$ cat config.mk
export PLATFORM = sky130hd
export DESIGN_NAME = i2c_write_only_master
export DESIGN_NICKNAME = d
export VERILOG_FILES = /design/src/rtl/i2cwo_pkg.sv /design/src/rtl/i2c_write_only_master.sv /design/src/rtl/i2cwo_fifo.sv /design/src/rtl/i2cwo_front.sv /design/src/rtl/i2cwo_back.sv
export VERILOG_INCLUDE_DIRS = /design/src /design/src/rtl
export SDC_FILE = /design/constraint.sdc
export NUM_CORES = 1
export LEC_CHECK = 0
export ABC_AREA = 1
export BUFFER_PORTS_ARGS = -buffer_cell sky130_fd_sc_hd__buf_2
export CORE_MARGIN = 1.5
export CORE_UTILIZATION = 35
export DETAILED_ROUTE_END_ITERATION = 10
export PLACE_DENSITY_LB_ADDON = 0.08
export SYNTH_ARGS = -nofsm -noshare
export SYNTH_HDL_FRONTEND = slang
export SYNTH_SLANG_ARGS = --single-unit
$ cat constraint.sdc
create_clock -name aclk -period 4.7 [get_ports aclk]
set_clock_uncertainty 0.1 [all_clocks]
set_input_delay 0.235 -clock aclk [delete_from_list [all_inputs] [get_ports aclk]]
set_output_delay 0.235 -clock aclk [all_outputs]
set_load 0.03 [all_outputs]
$ cat src/rtl/i2c_write_only_master_macros.svh
// Assertion macros shared by the write-only I2C master RTL.
// Depends on nothing; included by the modules that carry assertions.
`ifndef I2C_WRITE_ONLY_MASTER_MACROS_SVH
`define I2C_WRITE_ONLY_MASTER_MACROS_SVH

// Property that must hold at every clock edge outside reset.
`define I2CWO_ASSERT(label, clk, rst_n, expr, msg) \
    label: assert property (@(posedge clk) disable iff (!rst_n) (expr)) \
        else $error(msg);

// Property whose consequence must hold in the cycle after its condition.
`define I2CWO_ASSERT_NEXT(label, clk, rst_n, cond, expr, msg) \
    label: assert property (@(posedge clk) disable iff (!rst_n) (cond) |=> (expr)) \
        else $error(msg);

`endif

$ cat src/rtl/i2cwo_pkg.sv
// Shared types and constants for the write-only I2C master.
// No dependencies; imported by the top, front end, back end and testbench.
`timescale 1ns / 1ps

package i2cwo_pkg;

    // Command codes on s_cmd.
    localparam logic [2:0] CMD_INIT  = 3'd0;
    localparam logic [2:0] CMD_START = 3'd1;
    localparam logic [2:0] CMD_SEND  = 3'd2;
    localparam logic [2:0] CMD_STOP  = 3'd3;
    localparam logic [2:0] CMD_NOP   = 3'd4;

    // Default number of commands queued between front and back end.
    localparam int QUEUE_DEPTH = 2;

    typedef enum logic [1:0] {
        OP_INIT,
        OP_START,
        OP_SEND,
        OP_STOP
    } op_kind_t;

    // One classified command as handed from the front end to the back end.
    typedef struct packed {
        op_kind_t    kind;
        logic        restart;
        logic [7:0]  byte_val;
    } job_t;

endpackage

$ cat src/rtl/i2c_write_only_master.sv
// Write-only I2C master: command channel in, stream of SCL/SDA line events out.
// The front end accepts a command beat on s_valid/s_ready and classifies it; a
// queue of QUEUE_DEPTH commands feeds the back end, which emits one line event
// per cycle while the receiver does not stall, on m_valid/m_ready into an output
// register. The first event of a command passes through the queue, the back-end
// state registers and the output register before it is valid. The back-end
// sequencer sets the events of init, stop, send byte and start (longer with a
// repeated start). No-op and unused codes are accepted and give no event.
// m_last_event marks the final event of each command. device_address is written
// through cfg_wr_en/cfg_wr_data and sampled when a start command is accepted.
// Reset clears the address to 0, marks the bus idle, empties the queue and drops
// m_valid. When the receiver stalls, the output register holds its event, the
// back end pauses, and s_ready falls once the queue is full.
// Depends on i2cwo_pkg, i2cwo_front, i2cwo_fifo and i2cwo_back.
`timescale 1ns / 1ps

module i2c_write_only_master
    import i2cwo_pkg::*;
#(
    parameter int QUEUE_DEPTH_P = QUEUE_DEPTH
) (
    input  logic       aclk,
    input  logic       aresetn,
    input  logic       cfg_wr_en,
    input  logic [6:0] cfg_wr_data,
    input  logic       s_valid,
    output logic       s_ready,
    input  logic [2:0] s_cmd,
    input  logic [7:0] s_data_byte,
    output logic       m_valid,
    input  logic       m_ready,
    output logic       m_line_select,
    output logic       m_line_level,
    output logic       m_delay_after,
    output logic       m_last_event
);

    logic front_valid, front_ready;
    job_t front_job;
    logic back_valid, back_ready;
    job_t back_job;

    i2cwo_front u_front (
        .aclk        (aclk),
        .aresetn     (aresetn),
        .cfg_wr_en   (cfg_wr_en),
        .cfg_wr_data (cfg_wr_data),
        .s_valid     (s_valid),
        .s_ready     (s_ready),
        .s_cmd       (s_cmd),
        .s_data_byte (s_data_byte),
        .job_valid   (front_valid),
        .job_ready   (front_ready),
        .job         (front_job)
    );

    i2cwo_fifo #(
        .WIDTH ($bits(job_t)),
        .DEPTH (QUEUE_DEPTH_P)
    ) u_queue (
        .aclk       (aclk),
        .aresetn    (aresetn),
        .push_valid (front_valid),
        .push_ready (front_ready),
        .push_data  (front_job),
        .pop_valid  (back_valid),
        .pop_ready  (back_ready),
        .pop_data   (back_job)
    );

    i2cwo_back u_back (
        .aclk          (aclk),
        .aresetn       (aresetn),
        .job_valid     (back_valid),
        .job_ready     (back_ready),
        .job           (back_job),
        .m_valid       (m_valid),
        .m_ready       (m_ready),
        .m_line_select (m_line_select),
        .m_line_level  (m_line_level),
        .m_delay_after (m_delay_after),
        .m_last_event  (m_last_event)
    );

endmodule

$ cat src/rtl/i2cwo_fifo.sv
// Small register-based queue between the command front end and the event back end.
// Depends on the assertion macro header only.
`timescale 1ns / 1ps
`include "i2c_write_only_master_macros.svh"

module i2cwo_fifo #(
    parameter int WIDTH = 8,
    parameter int DEPTH = 2
) (
    input  logic             aclk,
    input  logic             aresetn,
    input  logic             push_valid,
    output logic             push_ready,
    input  logic [WIDTH-1:0] push_data,
    output logic             pop_valid,
    input  logic             pop_ready,
    output logic [WIDTH-1:0] pop_data
);

    localparam int PTR_W = (DEPTH > 1) ? $clog2(DEPTH) : 1;
    localparam int CNT_W = $clog2(DEPTH + 1);
    localparam logic [PTR_W-1:0] PTR_LAST = PTR_W'(DEPTH - 1);
    localparam logic [CNT_W-1:0] CNT_FULL = CNT_W'(DEPTH);

    logic [WIDTH-1:0] mem_reg [DEPTH];
    logic [PTR_W-1:0] wr_ptr_reg, wr_ptr_next;
    logic [PTR_W-1:0] rd_ptr_reg, rd_ptr_next;
    logic [CNT_W-1:0] count_reg, count_next;
    logic             push_fire;
    logic             pop_fire;

    assign push_ready = (count_reg != CNT_FULL);
    assign pop_valid  = (count_reg != '0);
    assign pop_data   = mem_reg[rd_ptr_reg];
    assign push_fire  = push_valid && push_ready;
    assign pop_fire   = pop_valid && pop_ready;

    always_comb begin
        wr_ptr_next = wr_ptr_reg;
        rd_ptr_next = rd_ptr_reg;
        count_next  = count_reg;
        if (push_fire) begin
            wr_ptr_next = (wr_ptr_reg == PTR_LAST) ? '0 : wr_ptr_reg + PTR_W'(1);
        end
        if (pop_fire) begin
            rd_ptr_next = (rd_ptr_reg == PTR_LAST) ? '0 : rd_ptr_reg + PTR_W'(1);
        end
        if (push_fire && !pop_fire) begin
            count_next = count_reg + CNT_W'(1);
        end else if (pop_fire && !push_fire) begin
            count_next = count_reg - CNT_W'(1);
        end
    end

    always_ff @(posedge aclk) begin
        if (!aresetn) begin
            wr_ptr_reg <= '0;
            rd_ptr_reg <= '0;
            count_reg  <= '0;
        end else begin
            wr_ptr_reg <= wr_ptr_next;
            rd_ptr_reg <= rd_ptr_next;
            count_reg  <= count_next;
        end
    end

    always_ff @(posedge aclk) begin
        if (push_fire) begin
            mem_reg[wr_ptr_reg] <= push_data;
        end
    end

    `I2CWO_ASSERT(a_fifo_count_range, aclk, aresetn, count_reg <= CNT_FULL, "queue count exceeds depth")
    `I2CWO_ASSERT_NEXT(a_fifo_push_grows, aclk, aresetn, push_fire && !pop_fire, count_reg == $past(count_reg) + CNT_W'(1), "queue count did not grow on push")
    `I2CWO_ASSERT_NEXT(a_fifo_pop_shrinks, aclk, aresetn, pop_fire && !push_fire, count_reg == $past(count_reg) - CNT_W'(1), "queue count did not drop on pop")

endmodule

$ cat src/rtl/i2cwo_front.sv
// Front end: holds the address register and bus state, classifies each command beat.
// Depends on i2cwo_pkg.
`timescale 1ns / 1ps

module i2cwo_front
    import i2cwo_pkg::*;
(
    input  logic       aclk,
    input  logic       aresetn,
    input  logic       cfg_wr_en,
    input  logic [6:0] cfg_wr_data,
    input  logic       s_valid,
    output logic       s_ready,
    input  logic [2:0] s_cmd,
    input  logic [7:0] s_data_byte,
    output logic       job_valid,
    input  logic       job_ready,
    output job_t       job
);

    logic [6:0] device_address_reg;
    logic       bus_started_reg, bus_started_next;
    logic       has_events;
    logic       accept;

    assign s_ready = job_ready;
    assign accept  = s_valid && s_ready;

    always_comb begin
        has_events       = 1'b1;
        job.kind         = OP_SEND;
        job.restart      = 1'b0;
        job.byte_val     = s_data_byte;
        bus_started_next = bus_started_reg;
        unique case (s_cmd)
            CMD_INIT: begin
                job.kind = OP_INIT;
            end
            CMD_START: begin
                job.kind         = OP_START;
                job.restart      = bus_started_reg;
                job.byte_val     = {device_address_reg, 1'b0};
                bus_started_next = 1'b1;
            end
            CMD_SEND: begin
                job.kind = OP_SEND;
            end
            CMD_STOP: begin
                job.kind         = OP_STOP;
                bus_started_next = 1'b0;
            end
            default: begin
                // No-op and unused codes are taken and dropped here.
                has_events = 1'b0;
            end
        endcase
    end

    assign job_valid = s_valid && has_events;

    always_ff @(posedge aclk) begin
        if (!aresetn) begin
            device_address_reg <= '0;
            bus_started_reg    <= 1'b0;
        end else begin
            if (cfg_wr_en) begin
                device_address_reg <= cfg_wr_data;
            end
            if (accept) begin
                bus_started_reg <= bus_started_next;
            end
        end
    end

endmodule

$ cat src/rtl/i2cwo_back.sv
// Back end: steps through the line events of each queued command, one event per cycle while the output is free.
// Depends on i2cwo_pkg and the assertion macro header.
`timescale 1ns / 1ps
`include "i2c_write_only_master_macros.svh"

module i2cwo_back
    import i2cwo_pkg::*;
(
    input  logic aclk,
    input  logic aresetn,
    input  logic job_valid,
    output logic job_ready,
    input  job_t job,
    output logic m_valid,
    input  logic m_ready,
    output logic m_line_select,
    output logic m_line_level,
    output logic m_delay_after,
    output logic m_last_event
);

    localparam logic       LINE_SCL       = 1'b0;
    localparam logic       LINE_SDA       = 1'b1;
    localparam logic [2:0] PRE_START_FULL = 3'd0;
    localparam logic [2:0] PRE_START_PLAIN = 3'd2;
    localparam logic [2:0] PRE_START_END  = 3'd4;
    localparam logic [3:0] BIT_LAST       = 4'd8;
    localparam logic [1:0] PH_DATA        = 2'd0;
    localparam logic [1:0] PH_RISE        = 2'd1;
    localparam logic [1:0] PH_FALL        = 2'd2;

    typedef enum logic [1:0] {
        ST_IDLE,
        ST_PRE,
        ST_BITS
    } state_t;

    typedef struct packed {
        logic line;
        logic level;
        logic dly;
        logic last;
    } event_t;

    // Events that precede the data bits (or make up the whole command).
    function automatic event_t prefix_event(op_kind_t kind, logic [2:0] idx);
        event_t e;
        e = '0;
        unique case (kind)
            OP_INIT: begin
                if (idx == 3'd0) begin
                    e = '{LINE_SCL, 1'b1, 1'b0, 1'b0};
                end else begin
                    e = '{LINE_SDA, 1'b1, 1'b1, 1'b1};
                end
            end
            OP_STOP: begin
                case (idx)
                    3'd0:    e = '{LINE_SDA, 1'b0, 1'b1, 1'b0};
                    3'd1:    e = '{LINE_SCL, 1'b1, 1'b1, 1'b0};
                    default: e = '{LINE_SDA, 1'b1, 1'b1, 1'b1};
                endcase
            end
            OP_START: begin
                case (idx)
                    3'd0:    e = '{LINE_SDA, 1'b1, 1'b1, 1'b0};
                    3'd1:    e = '{LINE_SCL, 1'b1, 1'b1, 1'b0};
                    3'd2:    e = '{LINE_SDA, 1'b1, 1'b0, 1'b0};
                    3'd3:    e = '{LINE_SDA, 1'b0, 1'b1, 1'b0};
                    default: e = '{LINE_SCL, 1'b0, 1'b0, 1'b0};
                endcase
            end
            default: e = '0;
        endcase
        return e;
    endfunction

    state_t     state_reg, state_next;
    op_kind_t   kind_reg, kind_next;
    logic [7:0] shift_reg, shift_next;
    logic [2:0] pre_idx_reg, pre_idx_next;
    logic [3:0] bit_idx_reg, bit_idx_next;
    logic [1:0] phase_reg, phase_next;
    logic       m_valid_reg, m_valid_next;
    event_t     m_evt_reg, m_evt_next;

    event_t cur_evt;
    logic   out_free;
    logic   emit;
    logic   job_done;

    assign out_free  = !m_valid_reg || m_ready;
    assign emit      = (state_reg != ST_IDLE) && out_free;
    assign job_done  = emit && cur_evt.last;
    assign job_ready = (state_reg == ST_IDLE) || job_done;

    always_comb begin
        cur_evt = '0;
        unique case (state_reg)
            ST_PRE: cur_evt = prefix_event(kind_reg, pre_idx_reg);
            ST_BITS: begin
                case (phase_reg)
                    PH_DATA: cur_evt = '{LINE_SDA, shift_reg[7], 1'b0, 1'b0};
                    PH_RISE: cur_evt = '{LINE_SCL, 1'b1, 1'b0, 1'b0};
                    default: cur_evt = '{LINE_SCL, 1'b0, 1'b0, bit_idx_reg == BIT_LAST};
                endcase
            end
            default: cur_evt = '0;
        endcase
    end

    always_comb begin
        state_next   = state_reg;
        kind_next    = kind_reg;
        shift_next   = shift_reg;
        pre_idx_next = pre_idx_reg;
        bit_idx_next = bit_idx_reg;
        phase_next   = phase_reg;
        m_valid_next = m_valid_reg;
        m_evt_next   = m_evt_reg;

        if (out_free) begin
            m_valid_next = emit;
            if (emit) begin
                m_evt_next = cur_evt;
            end
        end

        if (emit) begin
            unique case (state_reg)
                ST_PRE: begin
                    if (cur_evt.last) begin
                        state_next = ST_IDLE;
                    end else if (kind_reg == OP_START && pre_idx_reg == PRE_START_END) begin
                        // Start condition done: the address byte follows.
                        state_next   = ST_BITS;
                        bit_idx_next = '0;
                        phase_next   = PH_DATA;
                    end else begin
                        pre_idx_next = pre_idx_reg + 3'd1;
                    end
                end
                ST_BITS: begin
                    if (phase_reg == PH_FALL) begin
                        // Zeros shift in, so the ninth bit goes out low.
                        shift_next   = {shift_reg[6:0], 1'b0};
                        bit_idx_next = bit_idx_reg + 4'd1;
                        phase_next   = PH_DATA;
                        if (cur_evt.last) begin
                            state_next = ST_IDLE;
                        end
                    end else begin
                        phase_next = phase_reg + 2'd1;
                    end
                end
                default: state_next = state_reg;
            endcase
        end

        if (job_ready && job_valid) begin
            kind_next    = job.kind;
            shift_next   = job.byte_val;
            bit_idx_next = '0;
            phase_next   = PH_DATA;
            pre_idx_next = (job.kind == OP_START && !job.restart) ? PRE_START_PLAIN
                                                                  : PRE_START_FULL;
            state_next   = (job.kind == OP_SEND) ? ST_BITS : ST_PRE;
        end
    end

    always_ff @(posedge aclk) begin
        if (!aresetn) begin
            state_reg   <= ST_IDLE;
            m_valid_reg <= 1'b0;
        end else begin
            state_reg   <= state_next;
            m_valid_reg <= m_valid_next;
        end
        kind_reg    <= kind_next;
        shift_reg   <= shift_next;
        pre_idx_reg <= pre_idx_next;
        bit_idx_reg <= bit_idx_next;
        phase_reg   <= phase_next;
        m_evt_reg   <= m_evt_next;
    end

    assign m_valid       = m_valid_reg;
    assign m_line_select = m_evt_reg.line;
    assign m_line_level  = m_evt_reg.level;
    assign m_delay_after = m_evt_reg.dly;
    assign m_last_event  = m_evt_reg.last;

    `I2CWO_ASSERT(a_back_bits_range, aclk, aresetn, state_reg != ST_BITS || (bit_idx_reg <= BIT_LAST && phase_reg <= PH_FALL), "bit counter out of range")
    `I2CWO_ASSERT(a_back_pre_range, aclk, aresetn, state_reg != ST_PRE || pre_idx_reg <= PRE_START_END, "prefix index out of range")
    `I2CWO_ASSERT_NEXT(a_back_done_idle, aclk, aresetn, job_done && !job_valid, state_reg == ST_IDLE && m_valid_reg && m_last_event, "command end not followed by idle")

endmodule

Word-level counts from Yosys, hierarchy flattened. Memory sizes are Yosys's and may differ from the RTL's. A register that Yosys moved wholly into a read port is not among the register bits. Cells that the tools add are included.

Memory bits (writable): 22. Bits in registers: 38. Memories kept: 1. Input port bits: 23. Logic and storage cells: 132. Output and inout port bits: 6.

Memories: u_queue.mem_reg (words 2, bits a word 11, rd ports 1, clocked after memory_dff 1, write ports 1, RTL line i2cwo_fifo.sv:25) `logic [WIDTH-1:0] mem_reg [DEPTH];`.

Multiplexer cells: 44. Eq/ne operators: 25. Reductions and logical operators: 39. Add/sub/neg operators: 7.

Operators with widths (count): 8-bit two-way mux (4); 4-bit case mux with 2 select lines (4); 2-bit two-way mux (13); 2-bit nonzero test (9); 4-bit two-way mux (4); 4-bit case mux with 4 select lines (1); 3-bit two-way mux (5); 3-bit by 2-bit == test with 1-bit output, second input constant (4); 4-bit case mux with 3 select lines (1); 1-bit logical AND (10); 5-bit AND reduction (2); 9-bit two-way mux (1); 2-bit by 1-bit == test with 1-bit output, second input constant (4); 2-bit == test, second input constant (4); 2-bit != test, second input constant (4); 2-bit case mux with 2 select lines (2); 4-bit AND reduction (2); 1-bit two-way mux (7); 3-bit by 1-bit == test with 1-bit output, second input constant (2); 2-bit zero test (3); 3-bit zero test (2); 3-bit by 2-bit != test with 1-bit output, second input constant (2); 2-bit case mux with 3 select lines (1); 2-bit by 1-bit adder with 2-bit output, second input constant (2); 15 further kinds (22).

Longest topological paths before layout.
Depth in word-level cells: 10. Depth in mapped cells: 16. Mapped depth without buffers: 15.

Modules after synthesis. From an unflattened synthesis, not the netlist that was laid out.

Cells, all modules: 313. Area total of the unflattened synthesis: 2996.6 µm².

By module, submodules not included: i2cwo_back (instances 1, sequential area each 690.7 µm², area each 1527.7 µm², cells an instance 172); i2cwo_fifo (instances 1, sequential area each 760.7 µm², area each 1047.3 µm², cells an instance 71); i2cwo_front (instances 1, sequential area each 160.2 µm², area each 421.7 µm², cells an instance 70).

Worst setup path after synthesis. No wires, ideal clock.

Path kind: reg2reg. From: register u_back.state_reg[0]. To: register u_queue.count_reg[1]. Setup slack: 2353 ps. Setup time: 122 ps. Data required time: 4478 ps. Path buffers: 1. Arrival: 2124 ps. Clock period less this slack: 2347 ps. Stages on the path, launching flop included: 16. Path through: dfxtp_1 inv_1 ha_1 inv_1 nor3_2 nand3_2 nand2_4 nand2_4 nand2_1 nand2_1 buf_4 ha_1 a21oi_1 o21ai_0 o21ai_0 a21oi_1.

RTL lines: start, declared (RTL line i2cwo_back.sv:78) `state_t state_reg, state_next;`; start signal, assigned (RTL line i2cwo_back.sv:176) `state_reg <= state_next;`; end signal, assigned (RTL line i2cwo_fifo.sv:63) `count_reg <= count_next;`; end, declared (RTL line i2cwo_fifo.sv:28) `logic [CNT_W-1:0] count_reg, count_next;`.

==> summary.txt <==
Power
  – Pwr per Cell Area: 594.2 nW/um2
  – Overall Power: 1.975 mW
  – Sw power: 0.7117 mW
  – Comb pwr share: 0.323
  – Part of the power in the clock network: 0.267
  – Switching part of the total power: 0.3603
  – Int Power: 1.264 mW
  – Register share of total power: 0.410
  – Max rail drop VDD: 0.1529 mV
  – Leak Pwr: 1.398 nW

Clocking
  – Clk slew on worst S/H paths: 0.07 ns
  – H-tree levels: 3
  – Hold Buf Count CTS: 1
  – Num CTS Buffers: 9
  – Max clock buf depth: 2
  – Clk sink count: 61
  – CTS root buffer: clkbuf_8
  – Clk Latency, worst-skew pair: 0.34 ns
  – Post-CTS Setup Inserts: 0
  – Post-cts resize count: 0
  – TritonCTS clock tree: yes

Critical path
  – Crit Reg-Reg Endpoint: u_queue.count_reg[1]
  – Setup crit end kind: flop
  – Max FO, Critical Path: 11
  – Required time of the worst setup path: 4.83 ns
  – Setup CP Type: reg -> reg
  – CP Launch Type: flop
  – Worst R2R Path Depth: 14
  – Origin of the critical flop-to-flop path: u_back.state_reg[0]
  – Worst R2R Setup Slack: 2.06 ns
  – Data arrival, critical path: 2.77 ns

Finish
  – Fillers: 809
  – Layout Cells excl Fill: 448
  – # nets final: 375
  – Share of layout cells above drive strength 1: 0.1763
  – FF+latch area: 1612 um2
  – Antenna cells: 0
  – Area grow syn2layout: 16.48%
  – Multi-input gate area: 1070 um2
  – Largest register FFs: 22
  – Final Cell Area: 3324 um2

Detailed routing
  – Via count: 2023
  – DR WL met3: 207 um
  – M1 WL: 2.629 mm
  – Top Metal Used: met4
  – Drt wl/cell: 12.06 um
  – Detailed Routing Iterations Pass 1: 4
  – WL final: 5.401 mm
  – Routed Antenna Nets: 0
  – Remaining DRCs: 0
  – WL met2: 2.431 mm
  – Via density per instance: 4.516
  – DR iter-0 viols: 120

Logic synthesis
  – Syn Inst Count: 306
  – XOR/XNOR Fraction of Synth Area: 0.006138
  – Yosys warns: 0
  – Post-Syn Area: 2854 um2
  – Unique masters post-synth: 31
  – Adder-Cell Fraction of Synth Area: 0.04822
  – Async set or reset register ratio after synthesis: 0
  – Simple-Gate Fraction of Synth Area: 0.1995
  – Flops & latches, synth: 61
  – Syn Area/Cell: 9.327 um2
  – Synth Area in Compound Gates: 0.1210
  – Sequential area share after synthesis: 0.5647
  – Mux cell area share after synthesis: 0
  – EDFF count, synth: 39
  – Largest family of logic cells by synthesized area: simple AND/OR/NAND/NOR gates
  – Synth Net Count: 340
  – Dominant synthesized flop cell: edfxtp_1

Worst hold path
  – Hold depth: 3
  – Hold Startpoint: cfg_wr_data[1]
  – Hold endpoint: u_front.device_address_reg[1]
  – Worst min-delay path class: in -> reg

Timing
  – Final setup violation count: 0
  – Post-layout min period: 2.641 ns
  – Fin Setup TNS: 0 ns
  – Final hold vios: 0
  – Max-slew violation count: 0
  – RSZ-0062 raised after global routing: no
  – Final period util: 0.5620
  – Measured slew at the worst slew-check pin: 0.9863 ns
  – Final worst slack: 2.059 ns
  – Slew headroom: 0.3400
  – Fmax achieved: 0.3786 GHz

Placement
  – Gpl congestion: 0.8143
  – DP Area: 3092 um2
  – Placed insts: 431
  – Pre-CTS setup slack: 2.058 ns
  – PortBufs: 28
  – DP HPWL: 3.915 mm

Global routing
  – Maximum number of pins on one net before global-route repair: 26
  – Global-route wire length before repair: 9.177 mm
  – Total grt overflow: 0
  – Initial antenna violation count: 0
  – GR Util All Layers: 0.1401
  – Vias in the first global route: 2036

Floorplan
  – Initial core utilization: 0.3655
  – Rows: 32
  – Io pins: 29
  – Die span in x: 93.30 um
  – Die Area: 8705 um2
  – Die height: 93.30 um
  – Core ar.: 7807 um2

Flow run
  – Max Cap Viol: 0

Outcome
  – Status: complete, no violations
[Yosys cell counts (all sizes together) (3+ instances only)]
cell    number  area (um2)
a31oi        7       68.82
buf          3       26.27
nor2        42       160.2
dfxtp       22       440.4
nor3         3       20.02
clkbuf       3       11.26
a21oi       20       100.1
ha          11       137.6
o21ai       21       105.1
inv         35       131.4
nand2       76       312.8
nand3       13       70.07
edfxtp      39        1171
[worst max-delay path: stages, from the launching register on]
cell     delay [ns]
dfxtp_1        0.36
inv_1          0.07
ha_1           0.30
inv_1          0.09
nor3_2         0.17
nand3_2        0.12
nand2_4        0.11
nand2_4        0.06
nand2_1        0.08
nand2_1        0.24
ha_1           0.41
a21oi_1        0.11
o21ai_0        0.11
o21ai_0        0.15
a21oi_1        0.06
[worst max path at each step]
stage                   startpoint  slack, ns                   end  cells past startpoint
2_1_floorplan  u_back.state_reg[0]       2.35  u_queue.count_reg[1]                     15
3_3_place_gp   u_back.state_reg[0]       2.13  u_queue.count_reg[1]                     14
3_5_place_dp   u_back.state_reg[0]       2.06  u_queue.count_reg[1]                     14
4_1_cts        u_back.state_reg[0]       2.05  u_queue.count_reg[1]                     14
5_1_grt        u_back.state_reg[0]       1.76  u_queue.count_reg[1]                     13
6_report       u_back.state_reg[0]       2.06  u_queue.count_reg[1]                     14
[power groups by stage]
stage	clock, mW	sequential [mW]	combinational, mW
5_1_grt	0.567	0.829	0.723
3_3_place_gp	0	0.820	0.644
6_report	0.527	0.810	0.638
3_5_place_dp	0	0.823	0.645
4_1_cts	0.542	0.812	0.647
2_1_floorplan	0	0.847	0.474
[routing by layer]
layer | global-route usage | vias up
met5 | 0 | -
met4 | 0.07576 | 0
met3 | 0.03902 | 11
met2 | 0.2295 | 38
met1 | 0.1655 | 889
li1 | - | 1085
[cells by family after synthesis]
group / after synthesis
AO/OA/AOI/OAI: 55
XOR/XNOR: 2
adder cells (fa/ha/maj): 11
buffers and inverters: 42
flip-flops: 61
AND/OR/NAND/NOR: 135
[placed cells by master (no fill, tap or decap), drive strengths merged]
cell and n:
a21boi 1, o41ai 1, o21ai 21, nand2 76
or2 1, buf 29, clkbuf 10, a31oi 7
nand3 13, xor2 2, ha 11, nor3 3
bufinv 2, a21oi 20, clkinv 3, o31ai 2
dlygate4sd3 1, clkinvlp 1, a311oi 1, nor2 42
edfxtp 39, inv 36, o211ai 2, dfxtp 22
[per-stage QoR]
step | hold WS (ns) | utilization
after floorplan | 0.2438 | -
after CTS | 0.004260 | 0.4258
final | 0.01160 | 0.4258
after global routing | 0.01563 | 0.4258
after detailed placement | 0.3423 | 0.3960
after global placement | 0.3326 | 0.3960
[area by class of cell]
class,instances,area share
sequential,61,0.4848
tap,102,0.03839
clock inverter,6,0.02559
clock buffer,10,0.04140
inverter,36,0.04065
timing repair buffer,30,0.04742
multi-input combinational,203,0.3218
Power figures use the tool's default switching activity.
